[config.mk]
export PLATFORM = sky130hd
export DESIGN_NAME = double_ended_queue
export DESIGN_NICKNAME = d
export VERILOG_FILES = /design/src/hdl/deq_pkg.sv /design/src/hdl/deq_ctrl.sv /design/src/hdl/deq_datapath.sv /design/src/hdl/double_ended_queue.sv
export SDC_FILE = /design/constraint.sdc
export NUM_CORES = 1
export LEC_CHECK = 0
export ABC_AREA = 1
export BUFFER_PORTS_ARGS = -buffer_cell sky130_fd_sc_hd__buf_2
export CORE_ASPECT_RATIO = 1.2
export CORE_MARGIN = 2
export CORE_UTILIZATION = 55
export CTS_CLUSTER_SIZE = 8
export DETAILED_ROUTE_END_ITERATION = 10
export GPL_ROUTABILITY_DRIVEN = 0
export PLACE_DENSITY = 0.83
export SYNTH_ARGS = -nofsm -noshare
export SYNTH_HDL_FRONTEND = slang
export SYNTH_SLANG_ARGS = --single-unit
export TNS_END_PERCENT = 5
[constraint.sdc]
create_clock -name clk_i -period 3.75 [get_ports clk_i]
set_input_delay 0.375 -clock clk_i [delete_from_list [all_inputs] [get_ports clk_i]]
set_output_delay 0.375 -clock clk_i [all_outputs]
set_load 0.005 [all_outputs]
[src/hdl/deq_pkg.sv]
// Shared constants, codes, states and command type for the double-ended queue.
`timescale 1ns / 1ps

package deq_pkg;

  // Storage geometry
  localparam int DEPTH      = 16;
  localparam int ENTRY_BITS = 8;
  localparam int IDX_BITS   = (DEPTH > 1) ? $clog2(DEPTH) : 1;
  localparam int CNT_BITS   = $clog2(DEPTH + 1);

  // Fixed port widths
  localparam int FUNC_BITS   = 3;
  localparam int ITEM_BITS   = 8;
  localparam int STATUS_BITS = 2;
  localparam int COUNT_BITS  = 5;

  // Operation codes
  typedef enum logic [FUNC_BITS-1:0] {
    OP_PUSH_FRONT = 3'd0,
    OP_PUSH_REAR  = 3'd1,
    OP_POP_FRONT  = 3'd2,
    OP_POP_REAR   = 3'd3,
    OP_PEEK_FRONT = 3'd4,
    OP_PEEK_REAR  = 3'd5
  } op_e;

  // Result status codes
  typedef enum logic [STATUS_BITS-1:0] {
    ST_OK    = 2'd0,
    ST_UNDER = 2'd1,
    ST_OVER  = 2'd2
  } status_e;

  // Controller states
  typedef enum logic [1:0] {
    S_IDLE,
    S_EXEC,
    S_RESP
  } state_e;

  // Commands from controller to datapath
  typedef struct packed {
    logic load;  // capture the incoming word
    logic exec;  // carry out the captured operation
  } deq_cmd_t;

endpackage

[src/hdl/deq_ctrl.sv]
// Controller state machine: sequences capture, execute and response of each word.
`timescale 1ns / 1ps

module deq_ctrl import deq_pkg::*; (
  input  logic     clk_i,
  input  logic     rst_ni,
  input  logic     in_valid_i,
  input  logic     out_ready_i,
  output logic     in_ready_o,
  output logic     out_valid_o,
  output deq_cmd_t cmd_o
);

  state_e state_q, state_d;

  // State register
  always_ff @(posedge clk_i or negedge rst_ni) begin
    if (!rst_ni) begin
      state_q <= S_IDLE;
    end else begin
      state_q <= state_d;
    end
  end

  // Next state and outputs
  always_comb begin
    state_d     = state_q;
    in_ready_o  = 1'b0;
    out_valid_o = 1'b0;
    cmd_o       = '0;
    case (state_q)
      S_IDLE: begin
        in_ready_o = 1'b1;
        if (in_valid_i) begin
          cmd_o.load = 1'b1;
          state_d    = S_EXEC;
        end
      end
      S_EXEC: begin
        cmd_o.exec = 1'b1;
        state_d    = S_RESP;
      end
      S_RESP: begin
        out_valid_o = 1'b1;
        if (out_ready_i) begin
          state_d = S_IDLE;
        end
      end
      default: begin
        state_d = S_IDLE;
      end
    endcase
  end

endmodule

[src/hdl/deq_datapath.sv]
// Datapath: ring storage, front/rear indices, entry count and result registers.
`timescale 1ns / 1ps

module deq_datapath import deq_pkg::*; (
  input  logic                   clk_i,
  input  logic                   rst_ni,
  input  deq_cmd_t               cmd_i,
  input  logic [FUNC_BITS-1:0]   func_i,
  input  logic [ITEM_BITS-1:0]   item_in_i,
  output logic [ITEM_BITS-1:0]   item_out_o,
  output logic [STATUS_BITS-1:0] status_o,
  output logic [COUNT_BITS-1:0]  entry_count_o
);

  localparam logic [IDX_BITS-1:0] LastIdx = IDX_BITS'(DEPTH - 1);
  localparam logic [CNT_BITS-1:0] FullCnt = CNT_BITS'(DEPTH);

  logic [ENTRY_BITS-1:0] mem [DEPTH];

  logic [FUNC_BITS-1:0]  func_q;
  logic [ENTRY_BITS-1:0] item_q;
  logic [IDX_BITS-1:0]   front_q, front_d;
  logic [IDX_BITS-1:0]   rear_q, rear_d;
  logic [CNT_BITS-1:0]   count_q, count_d;
  logic [ENTRY_BITS-1:0] rd_q;
  logic                  rd_ok_q, rd_ok_d;
  status_e               status_q, status_d;

  logic [IDX_BITS-1:0] front_prev, front_next, rear_prev, rear_next;
  logic [IDX_BITS-1:0] addr;
  logic                wr_en;
  logic                full, empty;

  // Capture the incoming word
  always_ff @(posedge clk_i) begin
    if (cmd_i.load) begin
      func_q <= func_i;
      item_q <= item_in_i[ENTRY_BITS-1:0];
    end
  end

  // Index wrap in both directions
  assign front_prev = (front_q == '0) ? LastIdx : front_q - 1'b1;
  assign front_next = (front_q == LastIdx) ? '0 : front_q + 1'b1;
  assign rear_prev  = (rear_q == '0) ? LastIdx : rear_q - 1'b1;
  assign rear_next  = (rear_q == LastIdx) ? '0 : rear_q + 1'b1;
  assign full       = (count_q == FullCnt);
  assign empty      = (count_q == '0);

  // Operation decode
  always_comb begin
    front_d  = front_q;
    rear_d   = rear_q;
    count_d  = count_q;
    addr     = front_q;
    wr_en    = 1'b0;
    rd_ok_d  = 1'b0;
    status_d = ST_OK;
    case (op_e'(func_q))
      OP_PUSH_FRONT: begin
        addr = front_prev;
        if (full) begin
          status_d = ST_OVER;
        end else begin
          wr_en   = 1'b1;
          front_d = front_prev;
          count_d = count_q + 1'b1;
        end
      end
      OP_PUSH_REAR: begin
        addr = rear_q;
        if (full) begin
          status_d = ST_OVER;
        end else begin
          wr_en   = 1'b1;
          rear_d  = rear_next;
          count_d = count_q + 1'b1;
        end
      end
      OP_POP_FRONT: begin
        addr = front_q;
        if (empty) begin
          status_d = ST_UNDER;
        end else begin
          rd_ok_d = 1'b1;
          front_d = front_next;
          count_d = count_q - 1'b1;
        end
      end
      OP_POP_REAR: begin
        addr = rear_prev;
        if (empty) begin
          status_d = ST_UNDER;
        end else begin
          rd_ok_d = 1'b1;
          rear_d  = rear_prev;
          count_d = count_q - 1'b1;
        end
      end
      OP_PEEK_FRONT: begin
        addr = front_q;
        if (empty) begin
          status_d = ST_UNDER;
        end else begin
          rd_ok_d = 1'b1;
        end
      end
      OP_PEEK_REAR: begin
        addr = rear_prev;
        if (empty) begin
          status_d = ST_UNDER;
        end else begin
          rd_ok_d = 1'b1;
        end
      end
      default: begin
        // unused codes leave everything as it is
      end
    endcase
  end

  // Ring storage, one port, registered read
  always_ff @(posedge clk_i) begin
    if (cmd_i.exec) begin
      if (wr_en) begin
        mem[addr] <= item_q;
      end
      rd_q <= mem[addr];
    end
  end

  // Indices and count
  always_ff @(posedge clk_i or negedge rst_ni) begin
    if (!rst_ni) begin
      front_q <= '0;
      rear_q  <= '0;
      count_q <= '0;
      rd_ok_q <= 1'b0;
    end else if (cmd_i.exec) begin
      front_q <= front_d;
      rear_q  <= rear_d;
      count_q <= count_d;
      rd_ok_q <= rd_ok_d;
    end
  end

  // Result status
  always_ff @(posedge clk_i) begin
    if (cmd_i.exec) begin
      status_q <= status_d;
    end
  end

  assign item_out_o    = rd_ok_q ? ITEM_BITS'(rd_q) : '0;
  assign status_o      = status_q;
  assign entry_count_o = COUNT_BITS'(count_q);

endmodule

[src/hdl/double_ended_queue.sv]
// Top level of the double-ended queue: controller and datapath.
`timescale 1ns / 1ps

// Bounded double-ended queue of DEPTH byte entries held in a ring buffer.
// Each input word carries one operation (push/pop/peek at front or rear) and
// yields exactly one result word with the entry read, a status and the count
// held afterwards. A push into a full queue is dropped with overflow status;
// a pop or peek on an empty queue reports underflow with zero data. The block
// handles one word at a time: it takes a word in the idle state, executes it
// in the next cycle through the single storage port with registered read
// data, and presents the result in the response state until out_ready_i
// takes it. No clearing pass is needed after reset.
module double_ended_queue import deq_pkg::*; (
  input  logic                   clk_i,
  input  logic                   rst_ni,
  input  logic                   in_valid_i,
  output logic                   in_ready_o,
  input  logic [FUNC_BITS-1:0]   func_i,
  input  logic [ITEM_BITS-1:0]   item_in_i,
  output logic                   out_valid_o,
  input  logic                   out_ready_i,
  output logic [ITEM_BITS-1:0]   item_out_o,
  output logic [STATUS_BITS-1:0] status_o,
  output logic [COUNT_BITS-1:0]  entry_count_o
);

  deq_cmd_t cmd;

  // Sequencing
  deq_ctrl u_ctrl (
    .clk_i       (clk_i),
    .rst_ni      (rst_ni),
    .in_valid_i  (in_valid_i),
    .out_ready_i (out_ready_i),
    .in_ready_o  (in_ready_o),
    .out_valid_o (out_valid_o),
    .cmd_o       (cmd)
  );

  // Storage and indices
  deq_datapath u_datapath (
    .clk_i         (clk_i),
    .rst_ni        (rst_ni),
    .cmd_i         (cmd),
    .func_i        (func_i),
    .item_in_i     (item_in_i),
    .item_out_o    (item_out_o),
    .status_o      (status_o),
    .entry_count_o (entry_count_o)
  );

endmodule

# [Word level (Yosys, flattened, before mapping)]
# Memories as Yosys holds them, arrays and structs flattened. A register that Yosys moved wholly into a read port is not among the register bits.
# Cells that the tools add are included.
[totals] regBits=29 latch_bits=0 ramBits=128 rom_bits=0 inputBits=15 output_inout_bits=17 elab_cells=82 n_memories=1
[mem_list] memory="u_datapath.mem" words=16 word_bits=8 read_ports=1 rd_clocked_by_memory_dff=1 wr=1 line="deq_datapath.sv:18" text="logic [ENTRY_BITS-1:0] mem [DEPTH];"
[classes] addsub=6 mul=0 div_mod_pow=0 order_cmp=0 n_eq_ne=18 shift=0 muxes=33 n_bitwise=0 n_reduce_logical=16
[ops] operator="$mux W4" n=8
[ops] operator="$ne A2 B2 Y1 const B" n=8
[ops] operator="$pmux W4 S2" n=2
[ops] operator="$mux W1" n=13
[ops] operator="$pmux W4 S3" n=1
[ops] operator="$reduce_and A4 Y1" n=3
[ops] operator="$mux W5" n=2
[ops] operator="$pmux W5 S2" n=1
[ops] operator="$add A4 B1 Y4 const B" n=2
[ops] operator="$eq A4 B4 Y1 const B" n=2
[ops] operator="$logic_not A4 Y1" n=2
[ops] operator="$mux W8" n=1
[ops] operator="$sub A4 B1 Y4 const B" n=2
[ops] operator="$eq A3 B2 Y1 const B" n=2
[ops] operator="$eq A3 B3 Y1 const B" n=2
[ops] operator="$mux W2" n=3
[ops] operator="$pmux W2 S3" n=1
[ops] operator="$reduce_bool A2 Y1" n=3
[ops] operator="$reduce_or A2 Y1" n=3
[ops] operator="$add A5 B1 Y5 const B" n=1
[ops] operator="$eq A5 B5 Y1 const B" n=1
[ops] operator="$logic_not A5 Y1" n=1
[ops] operator="$sub A5 B1 Y5 const B" n=1
[ops] operator="$pmux W2 S2" n=1
[ops] operator="other kinds (7)" n=7

# [Depth between registers and ports, before layout]
# Gate-level depths: netlist of the first run.
[logic_depth] depth_word=6 ltp_mapped=19 ltp_nobuf=17

# [Modules after synthesis]
# A second synthesis of the first run with hierarchy kept.
[hier_totals] hier_cells=772 area_unflattened_um2=7563.5
[modules_own_cells] module="deq_datapath" n_inst=1 cells_each=759 area_per_inst_um2=7463.4
[modules_own_cells] module="deq_ctrl" n_inst=1 cells_each=13 area_per_inst_um2=100.1

# [Least setup slack after synthesis of the first run]
# OpenSTA, ideal clock, no wires.
[synth_timing] path_kind="reg-to-reg" startpoint="register u_datapath.front_q[0]" endpoint="memory u_datapath.mem[12][0], enable pin" setup_ps=370 arrival_ps=2032 required_time_ps=3380 slack_ps=1348 path_stages_with_launch=11 path_buffers=0 period_less_slack_ps=2402 path_cell_list="dfrtp_1 -> inv_1 -> ha_1 -> a21oi_1 -> a21oi_1 -> nand2_1 -> nand3_1 -> inv_1 -> nor2_1 -> inv_1 -> nor2_1"
[synth_via] elab_chain_len=3 word_cells_on_any_way=4 classes_between="1 x add/sub; 2 x mux; 1 x reduce/logical"
[synth_lines] item="from (decl)" line="deq_datapath.sv:22" text="logic [IDX_BITS-1:0] front_q, front_d;"
[synth_lines] item="from (signal assigned)" line="deq_datapath.sv:140" text="front_q <= front_d;"
[synth_lines] item="$sub A4 B1 Y4 / $logic_not A4 Y1 (equally long branches)" line="deq_datapath.sv:43" text="assign front_prev = (front_q == '0) ? LastIdx : front_q - 1'b1;"
[synth_lines] item="$mux W4" line="deq_datapath.sv:43"
[synth_lines] item="$pmux W4 S3 *" line="deq_datapath.sv:59" text="case (op_e'(func_q))"
[synth_lines] item="to (decl)" line="deq_datapath.sv:18"
# Every way passes the cells marked *; elsewhere a longest branch is shown, timed or not.

# [Worst setup path in the final report of the first run]
[layout_timing] startpoint="register u_datapath.front_q[0]" endpoint="memory u_datapath.mem[13][0], enable pin"
# The elaborated chain is that of the path after synthesis.

==> metrics list, run 1 <==
- Final core utilization: 0.629
- Final number of setup-violating endpoints: 0
- Wires add up to 15.9 mm.
* Count of endpoints failing hold in the final timing report: 0
- Antenna Diode Count: 0
* Family with the most delay on the worst path: simple AND/OR/NAND/NOR gates
- Internal Power: 3.97 mW
- Share of cells above drive strength 1: 0.109
- Summed over all failing endpoints, the final setup total negative slack is 0 ns.
- Clock buffers created by TritonCTS: 17
- Area added between synthesis and finish: 11.2%
- The Yosys step of the flow raised 0 warnings.
* Number of DRC markers in iteration 0: 536
- For this run, the register share of the synthesized area comes to 0.651.
* Switching share of total power: 0.403
- Cell mode on critical path: sky130_fd_sc_hd__inv_1
- The synthesized design contains 149 enable-type register cells.
- Summing every instance area after synthesis gives 7490 sq um.
- Via density: 5.45
* Io pins: 32
- Among all flip-flop cells after synthesis, the most frequent one is sky130_fd_sc_hd__edfxtp_1.
* Core area: 13,200 sq um
- Total DRC errors in the routed layout: 0
- Power share of the clock group: 0.252
- Clock-pin slew was measured on the worst setup and hold paths at 0.07 ns.
- Summed over all cells, the static leakage comes to 3.60 nW.
* Buf+Inv Stages, Crit Path: 3
- Total congestion overflow after global routing: 0
* Sequential power share: 0.382
- Timing would allow up to 0.334 GHz.
- Clk_lat worst skew: 0.43 ns
* Actual slew at the worst max-slew pin: 1.05 ns
- Max capacitance violation total: 0
- The die is 132 um tall.
- Worst slew margin: 0.295
- In this run the worst setup path begins at u_datapath.front_q[0].
- STA puts the critical path data required time at 3.81 ns.
* Post-route clock skew: 0.00702 ns
- Buffers added on ports: 31
* Half-perimeter wire length after detailed placement: 9.95 mm
- The via count of the first global-routing pass is 5,123.
* Post-synthesis instance total: 764
- The path class of the tightest hold or removal check is in -> reg.
* Via count: 5,298
- Maximum VDD drop: 458 uV
* Total power per unit cell area: 797 nW/um^2
- Die footprint: 14,600 sq um
- Counting I/O delays and the setup requirement, the final critical path takes 3.00 ns.
- In this run the core area contains 46 standard-cell rows.
- Crit path launch type: flip-flop
- Crit end category: flip-flop
* Worst r2r src: u_datapath.front_q[0]
- The number of nets in the synthesized netlist is 787.
* Effective utilization at floorplan: 0.566
- The clock net in this run drives a total of 165 sinks.
* Area of all placed cells without fillers: 8330 sq um
- In this run the remaining antenna-violating nets after routing total 0.
- The first global-routing pass estimated 25.3 mm of wire.
* CTS H-tree depth: 4
- End of the critical path: u_datapath.mem[13][0]
- Data arrival time of the worst path: 3.06 ns
- Share of flip-flops with an asynchronous set or reset after synthesis: 0.0970
* Number of distinct library cells after synthesis: 27
- Average footprint of a synthesized cell: 9.80 sq um
- Placed inst area: 7750 sq um
- Drt first pass iters: 5
- For the worst flop-to-flop path, the logic depth is 10.
- Status: finished clean
- Setup repair after global routing left no endpoint under its margin.
* Psw: 2.67 mW
* Area occupied by registers: 4870 sq um
- In this run the clock root is driven by a sky130_fd_sc_hd__clkbuf_16.
- The share of total power dissipated in combinational logic is 0.366.
* Area of the multi-input gates: 2260 sq um
- Slowest cell on the critical path: sky130_fd_sc_hd__nor2_1
- Max Buffers Root-to-Sink: 2
- After filler insertion, the fill cell instance count of the layout stands at 1,003.
* Number of antenna violations at the first check in global routing: 0
- Number of max-slew violations in the final report: 0
* Flop2flop setup slack: 0.75 ns
- Die W: 111 um
* Post-route clock period utilization: 0.799
- Biggest fanout along the worst timing path: 9
- Post-synthesis register bit count: 165
* Worst r2r dst: u_datapath.mem[13][0]
- Post-CTS Setup Inserts: 0
* Clock tree from TritonCTS: done
* Maximum number of pins on one net before global-route repair: 65
* Net count, final: 815
* Critical Path Stages: 10
- GRT Total Usage: 0.224
- Routed wire per std cell: 16.3 um
* Largest incremental delay on the critical path: 0.59 ns
- By startpoint and endpoint, the worst setup path is classified as reg -> reg.
- Cells traversed along the worst timing path: inv_1 > ha_1 > a21oi_1 > a21oi_1 > nand2_1 > nand3_1 > inv_1 > nor2_1 > inv_1 > nor2_1
==> metrics by stage <==
| stage | setup slack [ns] | hold slack, ns | power (mW) | cells |
|---|---|---|---|---|
| after floorplan | 1.35 | 0.0794 | 4.32 | 764 |
| after global placement | 0.854 | 0.315 | 4.91 | 940 |
| after detailed placement | 0.818 | 0.314 | 4.96 | 940 |
| after CTS | 0.763 | 0.103 | 6.63 | 973 |
| after global routing | 0.513 | 0.0965 | 7.09 | 973 |
| final | 0.755 | 0.116 | 6.64 | 973 |
==> power groups by stage <==
stage	Sequential [mW]	Combinational (mW)	Clock, mW
after floorplan	2.48	1.85	0
after global placement	2.56	2.35	0
after global routing	2.56	2.77	1.77
final	2.53	2.43	1.67
after detailed placement	2.57	2.39	0
after CTS	2.54	2.41	1.68
==> per-layer routing <==
layer | vias up | wire length, um | track usage
li1 | 2574 | - | -
met1 | 2457 | 6220 | 0.274
met2 | 234 | 8180 | 0.384
met3 | 33 | 1050 | 0.0524
met4 | 0 | 447 | 0.0944
met5 | - | 0 | 0
==> flip-flops by register name, indices dropped and copies added, names as in the netlist <==
signal and cells:
u_datapath.rd_q 8, u_ctrl.state_q 2, u_datapath.status_o 2, u_datapath.entry_count_o 5, u_datapath.mem 128, u_datapath.front_q 4
u_datapath.rd_ok_q 1, u_datapath.item_q 8, u_datapath.func_q 3, u_datapath.rear_q 4
==> worst min-delay path by stage <==
stage / start / to / slack (ns) / cells past startpoint
after global placement: rst_ni / u_datapath.entry_count_o[4] / 0.32 / 1
after floorplan: rst_ni / u_ctrl.state_q[0] / 0.08 / 0
after detailed placement: rst_ni / u_datapath.entry_count_o[3] / 0.31 / 1
final: item_in_i[6] / u_datapath.item_q[6] / 0.12 / 1
after CTS: item_in_i[5] / u_datapath.item_q[5] / 0.10 / 1
after global routing: item_in_i[6] / u_datapath.item_q[6] / 0.1 / 1
==> cells in the mapped netlist, drive strengths merged (2+ instances only) <==
master  number  share of area
nor2        42          0.023
ha           7          0.012
o21ai       18          0.012
clkbuf       5         0.0025
inv         57          0.029
dfrtp       16          0.053
nor3b        2         0.0020
o22ai        2         0.0017
a21oi        8         0.0053
nand2      332           0.17
buf         23          0.018
nand3       85          0.057
edfxtp     149           0.60
nand4        3         0.0025
xor2         8         0.0094
==> timing repair <==
action	4_1_cts	5_1_grt
hold buffers	1	0
hold endpoints to repair	16	0
gates resized for setup	0	0
==> cells in the final DEF (no fill, tap or decap), drive strengths merged <==
master	count
nand2	332
nor3	1
o211ai	1
buf	36
a32oi	1
bufinv	1
inv	63
or2	1
xor2	8
o21ai	18
nand4	3
clkinvlp	1
clkbuf	17
ha	7
edfxtp	149
nor2	42
a31oi	1
nand3	85
dlygate4sd3	1
xnor2	1
dfrtp	16
o22ai	2
fa	1
clkinv	7
nor3b	2
a21oi	8
==> final cells by class <==
| class | count | area share |
|---|---|---|
| multi-input cells | 514 | 0.271 |
| well taps | 168 | 0.0252 |
| repair buffers | 37 | 0.0243 |
| clock inverters | 15 | 0.0174 |
| inverters | 57 | 0.0257 |
| clock buffers | 17 | 0.0511 |
| flip-flops and latches | 165 | 0.585 |
==> cells by family after synthesis <==
logic type,share of synthesized area
AO/OA/AOI/OAI,0.0221
AND/OR/NAND/NOR,0.253
buffers and inverters,0.0491
XOR/XNOR,0.0105
flip-flops,0.651
adder cells (fa/ha/maj),0.0144
(Power assumes the default switching activity.)
==> inputs of run 2 (changes only) <==
Settings changed: ABC_AREA 1 to 0, PLACE_DENSITY 0.83 to 0.86.
Clock period 3.75 ns to 2.6 ns, I/O delays scaled along.
==> run 2 against run 1 <==
The flow now finishes with violations (negative setup slack); clock power grew 67%; setup slack lost 0.95 ns; global-route usage grew 7.1 points; synthesized cell count shrank 27%; largest cell class unchanged; highest routed layer unchanged.
==> metrics list, run 2 <==
* Status: finished, violations left
- The final reports fail on negative setup slack.
- Required time of the critical path: 2.86 ns
- After layout, the minimum clock period comes to 2.80 ns.
* Number of antenna violations at the first check in global routing: 0
- Top library cells by usage in the layout, fill and taps aside: 149 x sky130_fd_sc_hd__edfxtp_1, 43 x sky130_fd_sc_hd__buf_4, 36 x sky130_fd_sc_hd__nand2_1
- For this block, the routed nets add up to 21.6 mm of wire.
* Buffers added on ports: 31
* Clock tree from TritonCTS: done
- Setup TNS: -2.76 ns
* Clock buffers created by TritonCTS: 17
- In the synthesized netlist, the cells that appear most often are 149 x sky130_fd_sc_hd__edfxtp_1, 43 x sky130_fd_sc_hd__nor3_1, 41 x sky130_fd_sc_hd__nand2_1.
- The die is 132 um tall.
* CTS H-tree depth: 4
- Final number of setup-violating endpoints: 60
- Among all flip-flop cells after synthesis, the most frequent one is sky130_fd_sc_hd__edfxtp_1.
- Data arrival time of the worst path: 3.05 ns
- VDD sags by at most 723 uV.
* Core area: 13,300 sq um
- Die W: 111 um
- Actual slew at the worst max-slew pin: 0.856 ns
- For this configuration, the core starts out at a cell density of 0.564.
- Share of flip-flops with an asynchronous set or reset after synthesis: 0.0970
- After synthesis, the cell types taking the most area are sky130_fd_sc_hd__edfxtp_1 60%, sky130_fd_sc_hd__dfrtp_1 5.3%, sky130_fd_sc_hd__a221oi_1 3.7%.
* Flop2flop setup slack: -0.20 ns
* Fin worst setup slack: -0.196 ns
- Clock latency on the worst-skew pair, taken at its later pin, is 0.44 ns.
- The critical path in this run is classified as reg -> reg.
- Average footprint of a synthesized cell: 13.4 sq um
* Routed wire per std cell: 26.4 um
- The detail route stage leaves a number of antenna-violating nets equal to 0.
- Total power per unit cell area: 1210 nW/um^2
- Max capacitance violation total: 0
* Launch point of the critical path: u_datapath.func_q[0]
- Via density: 6.95
* Post-route clock skew: 0.0125 ns
* Share of cells above drive strength 1: 0.341
* Library cell with the highest instance count after synthesis: sky130_fd_sc_hd__edfxtp_1
* GRT Total Usage: 0.295
- Post-synthesis register bit count: 165
* Number of nets produced by synthesis: 582
- For this run, design rule violations remaining after detail routing come to 0.
- Global-route wire length before repair: 32.6 mm
* Number of max-slew violations in the final report: 0
- After synthesis, the netlist uses 57 different library cells.
- Startpoint of the lowest-slack hold path: item_in_i[2]
- Clock tree synthesis found a total of 165 sinks.
- Post-synthesis instance total: 559
* Clock transition at the registers of the reported paths: 0.07 ns
- The analysis attributes to cell leakage a power of 3.41 nW.
* Post-route clock period utilization: 1.08
- The tightest min-delay check is of the in -> reg type.
- For this block, the initial DRC count from the detailed router was 888.
* Total congestion overflow after global routing: 0
- 32 I/O pins were placed.
- Number of enable-type register cells in the synthesized netlist: 149
- Via count: 5,672
- In this run the deepest clock path goes through 2 buffers.
- Max frequency: 0.358 GHz
- Net count, final: 658
* Maximum number of pins on one net before global-route repair: 49
- The startpoint identified for the worst register-to-register timing path is u_datapath.func_q[0].
* Cell taking the most area after synthesis: sky130_fd_sc_hd__edfxtp_1
- Counting tap cells, the placed design contains a total of 763 instances.
- During synthesis, Yosys emitted a total of 0 warnings.
- Along the worst path, the maximum fanout reaches 10.
- Die footprint: 14,600 sq um
- The worst setup path is captured at a flip-flop.
- Root buffer cell: sky130_fd_sc_hd__clkbuf_16
- Area added between synthesis and finish: 28.0%
- For this run, the register share of the synthesized area comes to 0.650.
- Number of flip-flops in the largest register: 128
- Setup repair after global routing missed its margin: true
- The final count of hold timing violations came to 0.
- Most common cell after layout, fill and taps aside: sky130_fd_sc_hd__edfxtp_1
* Synthesized cell area: 7500 sq um
* Worst hold slack across all endpoints: 0.00630 ns
- The share of synthesized area in the top cell type comes to 0.597.
* Antenna Diode Count: 0
* Post-route non-filler standard cell count: 816
- Number of global-route vias before repair: 5,658
- Row generation in the floorplan step produced 46 rows.
* Worst slew margin: 0.429
- More flip-flops sit in one register than any other, and that register is u_datapath.mem.
* Largest regs: u_datapath.mem x128, u_datapath.item_q x8, u_datapath.rd_q x8
* Drt first pass iters: 6
- STA classifies the critical path startpoint as a flip-flop.
- The wire-length estimate of the detail-placed layout is 12.5 mm.
## run 2: worst max-delay path: stages, from the launching register on
cell and delay, ns:
sky130_fd_sc_hd__edfxtp_1 0.61, sky130_fd_sc_hd__o21ba_1 0.24, sky130_fd_sc_hd__o21ai_0 0.35, sky130_fd_sc_hd__nand3_2 0.20, sky130_fd_sc_hd__or3_4 0.46, sky130_fd_sc_hd__or4_4 0.55
sky130_fd_sc_hd__nand4_1 0.19
## run 2: path summary, 6_finish.rpt
check                                              end  cells past startpoint
min in group asynchronous        u_datapath.front_q[2]                      2
hold / removal                    u_datapath.item_q[2]                      1
max in group asynchronous           u_datapath.rd_ok_q                      2
setup reg to reg                    u_datapath.rd_q[0]                      6
setup / recovery                    u_datapath.rd_q[0]                      6
hold reg to reg            u_datapath.entry_count_o[2]                      2
## run 2: area by class of cell
type	instances	area [sq um]
flip-flops and latches	165	4870
clock inverters	15	225
repair buffers	105	977
well taps	168	210
clock buffers	17	425
inverters	10	37.5
multi-input cells	336	2850
fillers	718	3700
## run 2: layer usage
| metal | up-vias | part of all wire | global-route usage |
|---|---|---|---|
| met2 | 436 | 0.49 | 0.492 |
| met4 | 0 | 0.064 | 0.172 |
| li1 | 2368 | - | - |
| met1 | 2760 | 0.35 | 0.349 |
| met3 | 108 | 0.098 | 0.0749 |
| met5 | - | 0 | 0 |
## run 2: metrics by stage
step | setup slack (ns) | util | power [mW] | cell area [sq um]
floorplan | 0.00658 | - | 6.41 | 7690
global placement | -0.124 | 0.624 | 7.66 | 8290
detailed placement | -0.234 | 0.624 | 7.84 | 8290
CTS | -0.0141 | 0.713 | 11.2 | 9480
global route | -0.182 | 0.722 | 12.1 | 9600
finish | -0.196 | 0.722 | 11.7 | 9600
## run 2: cells by family after synthesis
group,synth area share
xor+xnor,0.0140
flops,0.650
buf+inv,0.0472
compound gates,0.116
simple gates,0.158
fa+ha+maj,0.0144
## run 2: power by group
part	internal [mW]	switching, mW
Sequential	3.32	0.335
Combinational	2.16	3.05
Clock	1.71	1.08
## run 2: repair_timing
item,4_1_cts,5_1_grt
hold buffers,11,0
hold endpoints to repair,26,0
pin swaps,17,5
setup buffers,6,1
cloned,3,0
resized for setup,59,16
endpoints found under the setup margin,85,125
